**config.mk**
```make
export PLATFORM = sky130hd
export DESIGN_NAME = sdtq_cell
export DESIGN_NICKNAME = d
export VERILOG_FILES = /design/src/rtl/sdtq_pkg.sv /design/src/rtl/sdtq_cell.sv
export SDC_FILE = /design/constraint.sdc
export NUM_CORES = 1
export LEC_CHECK = 0
export BUFFER_PORTS_ARGS = -buffer_cell sky130_fd_sc_hd__buf_2
export CAP_MARGIN = 30
export CORE_AREA = 2 2 155 157
export DETAILED_ROUTE_END_ITERATION = 8
export DIE_AREA = 0 0 157 159
export GPL_ROUTABILITY_DRIVEN = 0
export GPL_TIMING_DRIVEN = 0
export PLACE_DENSITY = 0.7
export SLEW_MARGIN = 20
export SYNTH_ARGS = -nofsm -noshare
export SYNTH_HDL_FRONTEND = slang
export SYNTH_SLANG_ARGS = --single-unit
```
**constraint.sdc**
```tcl
create_clock -name clock -period 7.2 [get_ports clock]
set_input_delay 0.72 -clock clock [delete_from_list [all_inputs] [get_ports clock]]
set_output_delay 0.72 -clock clock [all_outputs]
set_load 0.02 [all_outputs]
```
**src/rtl/sdtq_pkg.sv**
```systemverilog
// sdtq_pkg: shared widths, codes and types of the sorted delay timer queue
// no dependencies; imported by the interfaces, the queue cell and the top level
package sdtq_pkg;

   localparam int unsigned QUEUE_DEPTH = 16;

   localparam int unsigned OP_W     = 2;
   localparam int unsigned ID_W     = 8;
   localparam int unsigned PRIO_W   = 8;
   localparam int unsigned DELAY_W  = 32;
   localparam int unsigned TICK_W   = 64;
   localparam int unsigned STATUS_W = 2;

   // operation codes of a request
   localparam logic [OP_W-1:0] OP_TICK   = 2'd0;
   localparam logic [OP_W-1:0] OP_INSERT = 2'd1;
   localparam logic [OP_W-1:0] OP_REMOVE = 2'd2;

   // status codes of a response
   localparam logic [STATUS_W-1:0] ST_OK        = 2'd0;
   localparam logic [STATUS_W-1:0] ST_NOT_FOUND = 2'd1;
   localparam logic [STATUS_W-1:0] ST_FULL      = 2'd2;
   localparam logic [STATUS_W-1:0] ST_NONE      = 2'd3;

   typedef struct packed {
      logic [TICK_W-1:0] deadline;
      logic [ID_W-1:0]   id;
      logic [PRIO_W-1:0] prio;
   } entry_type;

   typedef struct packed {
      entry_type entry;
      logic      valid;
   } slot_type;

   typedef enum logic [1:0] {
      CMD_HOLD,
      CMD_INSERT,
      CMD_REMOVE,
      CMD_SHIFT
   } cmd_type;

   // broadcast from the controller to every cell
   typedef struct packed {
      cmd_type           cmd;
      entry_type         key;
      logic [TICK_W-1:0] tick;
   } bcast_type;

endpackage

```
**src/rtl/sdtq_cell.sv**
```systemverilog
// sdtq_cell: one slot of the sorted queue chain
// depends on sdtq_pkg; instantiated in a row by sorted_delay_timer_queue
module sdtq_cell import sdtq_pkg::*; (
   input  logic      clock,
   input  logic      reset,
   input  bcast_type bcast,
   input  slot_type  left_slot,
   input  logic      left_ins,
   input  slot_type  right_slot,
   input  logic      hit_in,
   output slot_type  slot,
   output logic      ins_here,
   output logic      hit_out,
   output logic      due
);

   entry_type entry_ff, entry_in;
   logic      valid_ff, valid_in;
   logic      after_key;

   // this entry sorts strictly behind the new one
   assign after_key = (entry_ff.deadline > bcast.key.deadline) ||
                      ((entry_ff.deadline == bcast.key.deadline) &&
                       (entry_ff.prio < bcast.key.prio));
   assign ins_here  = !valid_ff || after_key;
   assign hit_out   = hit_in || (valid_ff && (entry_ff.id == bcast.key.id));
   assign due       = valid_ff && (entry_ff.deadline <= bcast.tick);
   assign slot      = '{entry: entry_ff, valid: valid_ff};

   always_comb begin
      entry_in = entry_ff;
      valid_in = valid_ff;
      case (bcast.cmd)
         CMD_INSERT: begin
            if (left_ins) begin
               entry_in = left_slot.entry;
               valid_in = left_slot.valid;
            end else if (ins_here) begin
               entry_in = bcast.key;
               valid_in = 1'b1;
            end
         end
         CMD_REMOVE: begin
            if (hit_out) begin
               entry_in = right_slot.entry;
               valid_in = right_slot.valid;
            end
         end
         CMD_SHIFT: begin
            entry_in = right_slot.entry;
            valid_in = right_slot.valid;
         end
         default: begin
            entry_in = entry_ff;
            valid_in = valid_ff;
         end
      endcase
   end

   always_ff @(posedge clock) begin
      if (reset) begin
         valid_ff <= 1'b0;
      end else begin
         valid_ff <= valid_in;
      end
   end

   always_ff @(posedge clock) begin
      entry_ff <= entry_in;
   end

endmodule
```
* After elaboration in Yosys (flattened, before gate mapping)
Index checks and enable logic that the tools add are counted.
** Word-level totals
- Flip-flop bits (word level) :: 81
- Output and inout port bits :: 84
- Logic and storage cells :: 31
** Operators by class
- $lt $le $gt $ge :: 3
- Equal/unequal tests :: 7
- Multiplexer cells :: 8
- Reductions and logical operators :: 9
** Operators by type and width (count)
- 80-bit two-way mux :: 3
- 80-bit case mux with 3 select lines :: 1
- 64-bit equality test :: 1
- 64-bit > comparator :: 1
- 64-bit <= comparator :: 1
- 8-bit equality test :: 1
- 8-bit < comparator :: 1
- 2-bit equality test (second input constant) :: 2
- 1-bit logical AND :: 3
- 1-bit logical OR :: 3
- 1-bit two-way mux :: 3
- 3-bit != test (second input constant) :: 1
- 1-bit case mux with 3 select lines :: 1
- 3-bit AND reduction :: 1
- 3-bit nonzero test :: 1
- 2-bit by 1-bit equality test with 1-bit output (second input constant) :: 1
- 2-bit != test (second input constant) :: 1
- 1-bit logical NOT :: 1

* Logic depth before layout (Yosys ltp)
- Depth in word-level cells :: 7
- Depth in mapped cells :: 9
- Mapped depth without buffers :: 9

* Worst setup path after synthesis
No wires, ideal clock.
- Kind :: in2reg
- Start point :: input bcast[135] in the netlist's numbering
- End point :: register entry_ff (netlist bit slot[10]) (enable)
- Data arrival time :: 6275 ps
- Data required time :: 6634 ps
- Path slack :: 359 ps
- Stages on the path :: 9
- Buffers on the path :: 0
- Cell sequence :: inv_1 ha_1 and4_1 nand4_1 or4_1 a21o_1 a31oi_1 o2bb2ai_1 a31oi_1
** Between the ends
- Cells in the longest elaborated chain, start to end :: 6
- Elaborated cells between the ends (all ways) :: 7
- Those cells by class :: order compare (1); eq/ne (2); reduce/logical (4)
** Ends and longest elaborated chain
- from (decl) :: RTL line sdtq_cell.sv:6 : input bcast_type bcast,
- parallel branches: the longest is 2 deep, another holds 64-bit > comparator
- 1-bit logical OR * :: RTL line sdtq_cell.sv:22 : assign after_key = (entry_ff.deadline > bcast.key.deadline) ||
- 1-bit logical OR * :: RTL line sdtq_cell.sv:25 : assign ins_here = !valid_ff || after_key;
- 3-bit != test (no line) *
- 3-bit AND reduction (no line) *
- to (signal assigned) :: RTL line sdtq_cell.sv:69 : entry_ff <= entry_in;
- to (decl) :: RTL line sdtq_cell.sv:17 : entry_type entry_ff, entry_in;
Mark *: on every way between the ends.
A chain may end at the register's enable or synchronous reset.

* Final worst setup path
- Start point :: input bcast[135] in the netlist's numbering
- End point :: output ins_here
** Between the ends
- Cells in the longest elaborated chain, start to end :: 4
- Elaborated cells between the ends (all ways) :: 5
- Those cells by class :: order compare (1); eq/ne (1); reduce/logical (3)
** Ends and longest elaborated chain
- parallel branches: the longest is 2 deep, another holds 64-bit > comparator
- 1-bit logical OR * :: RTL line sdtq_cell.sv:22
- 1-bit logical OR * :: RTL line sdtq_cell.sv:25
- to (decl) :: RTL line sdtq_cell.sv:12 : output logic ins_here,
Marked as above.

==> results.py <==
metrics = {
    "status": {
        "run_status": "complete, no violations",
    },
    "die": {
        "boundaryPins": 396,
        "start_util": 0.327,
        "die_h_um": 159,
        "die_x_um": 157,
        "core_area_um2": 23200,
        "die-area_um2": 25000,
        "rows": 56,
    },
    "worst_setup_path": {
        "timing.rr.end": "slot[49]",
        "r2r_slack_ns": 3.29,
        "crit_buf_inv": 3,
        "cp_slowest_stage_delay_ns": 0.74,
        "end_kind": "primary output",
        "crit_arrival_ns": 3.35,
        "slowest_stage": "or4_1",
        "critPathTopFamily": "simple AND/OR/NAND/NOR gates",
        "reg2reg_depth": 10,
        "crit_fanout": 2,
        "path_cells": "buf_2 -> inv_1 -> ha_1 -> and4_1 -> nand4_1 -> or4_1 -> a21o_1 -> a31oi_1 -> o2bb2ai_1 -> nand2_1 -> buf_2",
        "worst_path_most_repeated_cell": "buf_2",
        "crit_type": "input pin to primary output",
        "startpoint_type": "input pin",
        "rr_startpoint": "slot[80]",
        "worstPathRequired_ns": 6.48,
    },
    "logic_synthesis": {
        "syn_area_um2": 7580,
        "syn_area_per_cell_um2": 8.94,
        "ys_types": 44,
        "synth_warnings": 0,
        "synthCells": 848,
        "seq_area_frac_synth": 0.320,
        "ys_ff_latch": 81,
        "syn_nets": 1295,
    },
    "clocking": {
        "clock_latency_ns": 0.34,
        "post-cts-setup-buffer-count": 0,
        "htree_levels": 3,
        "cts_resized": 0,
        "cts-root-buf": "clkbuf_16",
        "cts_tree": "done",
        "cts_buffers": 9,
        "clock_path_buffers": 2,
        "clk_pin_slew_ns": 0.06,
        "clock_sinks": 81,
        "postCtsHoldBufs": 0,
    },
    "place": {
        "port_buffers": 393,
        "hpwlAfterDp_um": 23600,
        "dp_slack_ns": 2.97,
        "dp.cells": 1564,
    },
    "cells_and_area": {
        "drive_above_1_share": 0.332,
        "final_cells": 1581,
        "area_delta_synth_final_pct": 36.9,
        "nNetsFinal": 1703,
    },
    "pwr": {
        "p_leak_nw": 5.62,
        "p_per_area_nw_per_um2": 161,
        "ir_drop_mv": 0.113,
    },
    "min_path": {
        "hold_path_end": "valid_ff",
        "worstHoldPathType": "input pin to register",
        "min_from": "reset",
        "holdPathStages": 2,
    },
    "sta": {
        "slew_viol_final": 0,
        "worst_clock_skew_ns": 0.0129,
        "setup_violations": 0,
        "fin_setup_tns_ns": 0,
        "period_needed_ns": 4.07,
        "hold_viol_final": 0,
        "rsz0062_at_grt": "no",
        "worst_slew_pin_slew_ns": 0.927,
        "setup_slack_ns": 3.13,
        "max_freq_mhz": 246,
        "slew_headroom": 0.382,
        "min_period_over_period": 0.565,
    },
    "drt": {
        "avgViaCountPerCell": 4.89,
        "drc": 0,
        "route.antenna.remaining_nets": 0,
        "first_pass_iters": 5,
        "drt_iter0_markers": 416,
        "wl_um": 27500,
        "num_vias": 7725,
        "wl_per_cell_um": 17.4,
    },
    "run": {
        "drv_cap": 0,
    },
    "global_routing": {
        "grt-ovfl-total": 0,
        "grtUsageTotal": 0.216,
        "grt_pass1_wl_um": 41300,
        "antenna_found_initial": 1,
        "grt_max_degree": 22,
        "grt_pass1_vias": 7759,
    },
}
==> cell usage after synthesis <==
library cell | n | area share
and4_1 | 9 | 0.010
nor3_1 | 5 | 0.0033
a21o_1 | 10 | 0.0099
edfxtp_1 | 80 | 0.32
nor2b_1 | 2 | 0.0017
ha_1 | 135 | 0.22
nor4_1 | 4 | 0.0033
a21o_2 | 1 | 0.0012
nand4_1 | 18 | 0.015
xor2_1 | 7 | 0.0081
nand2_1 | 111 | 0.055
nor3b_1 | 1 | 0.00099
nor2_1 | 14 | 0.0069
clkbuf_1 | 20 | 0.0099
o311ai_0 | 1 | 0.0012
inv_1 | 136 | 0.067
o211ai_1 | 2 | 0.0020
a21boi_0 | 2 | 0.0020
or2_2 | 1 | 0.00083
a211o_1 | 4 | 0.0046
a41o_1 | 1 | 0.0013
buf_1 | 7 | 0.0035
a221oi_1 | 5 | 0.0058
mux2i_1 | 80 | 0.11
xnor2_1 | 1 | 0.0012
or4_1 | 3 | 0.0030
o2bb2ai_1 | 1 | 0.0012
o2111a_1 | 1 | 0.0015
a221o_1 | 2 | 0.0026
and3_2 | 2 | 0.0020
a211oi_1 | 4 | 0.0040
o21ai_1 | 2 | 0.0013
dfxtp_1 | 1 | 0.0026
o221ai_1 | 1 | 0.0012
o21bai_1 | 4 | 0.0040
a31oi_1 | 3 | 0.0025
nand2b_1 | 3 | 0.0025
a221oi_2 | 1 | 0.0020
o21ai_0 | 99 | 0.065
a311o_1 | 1 | 0.0013
nand3_1 | 13 | 0.0086
a21oi_1 | 48 | 0.032
or2b_1 | 1 | 0.00099
buf_4 | 1 | 0.00099
==> kinds of logic after synthesis <==
group	after synthesis	synth area share
fa+ha+maj	135	0.223
xor+xnor	8	0.00925
simple gates	187	0.114
buf+inv	164	0.0817
compound gates	193	0.146
flops	81	0.320
mux	80	0.106
==> flip-flops by register name (all words and copies together) (netlist names) <==
name      count
slot         80
valid_ff      1
==> cell type report <==
| cell class | instances | area [µm²] |
|---|---|---|
| Multi-Input combinational cell | 603 | 4550 |
| Clock inverter | 7 | 76.3 |
| Fill cell | 2263 | 12800 |
| Tap cell | 319 | 399 |
| Sequential cell | 81 | 2420 |
| Inverter | 136 | 510 |
| Buffer | 28 | 109 |
| Antenna cell | 1 | 2.50 |
| Timing Repair Buffer | 397 | 2080 |
| Clock buffer | 9 | 225 |
==> worst max path at each step <==
stage                           from        to  cells past startpoint
after CTS                   slot[80]  ins_here                      9
final                     bcast[135]  ins_here                     11
after global placement    bcast[135]  slot[40]                     10
after global routing        slot[80]  ins_here                      9
after detailed placement  bcast[135]  slot[47]                     12
after floorplan           bcast[135]  slot[10]                      9
==> power breakdown <==
group / internal [W] / switching [W]
Sequential: 0.000579 / 0.0000480
Combinational: 0.000244 / 0.000317
Clock: 0.000273 / 0.000215
==> through the flow <==
step / instance area (µm²) / hold WS (ns) / utilization / power [W]
after floorplan: 7580 / 0.484 / - / 0.000945
after global placement: 9940 / 0.581 / 0.429 / 0.00118
after detailed placement: 10100 / 0.633 / 0.434 / 0.00120
after CTS: 10400 / 0.533 / 0.447 / 0.00169
after global routing: 10400 / 0.536 / 0.447 / 0.00178
final: 10400 / 0.548 / 0.447 / 0.00167
==> layout by cell type, fill, tap and decap left out, types with 7 or more instances in the layout <==
| cell | count |
|---|---|
| buf_2 | 393 |
| inv_1 | 136 |
| ha_1 | 135 |
| nand2_1 | 111 |
| o21ai_0 | 99 |
| mux2i_1 | 80 |
| edfxtp_1 | 80 |
| a21oi_1 | 48 |
| clkbuf_1 | 20 |
| nand4_1 | 18 |
| nor2_1 | 14 |
| nand3_1 | 13 |
| a21o_1 | 10 |
| and4_1 | 9 |
| clkbuf_16 | 9 |
| xor2_1 | 7 |
| buf_1 | 7 |
==> layer usage <==
metal,track usage,part of all wire,vias up
met2,0.374,0.49,304
met3,0.0359,0.054,56
li1,-,-,3837
met5,0,0,-
met1,0.271,0.43,3528
met4,0.0726,0.028,0
Note: power is estimated with default switching activity, not from simulation.
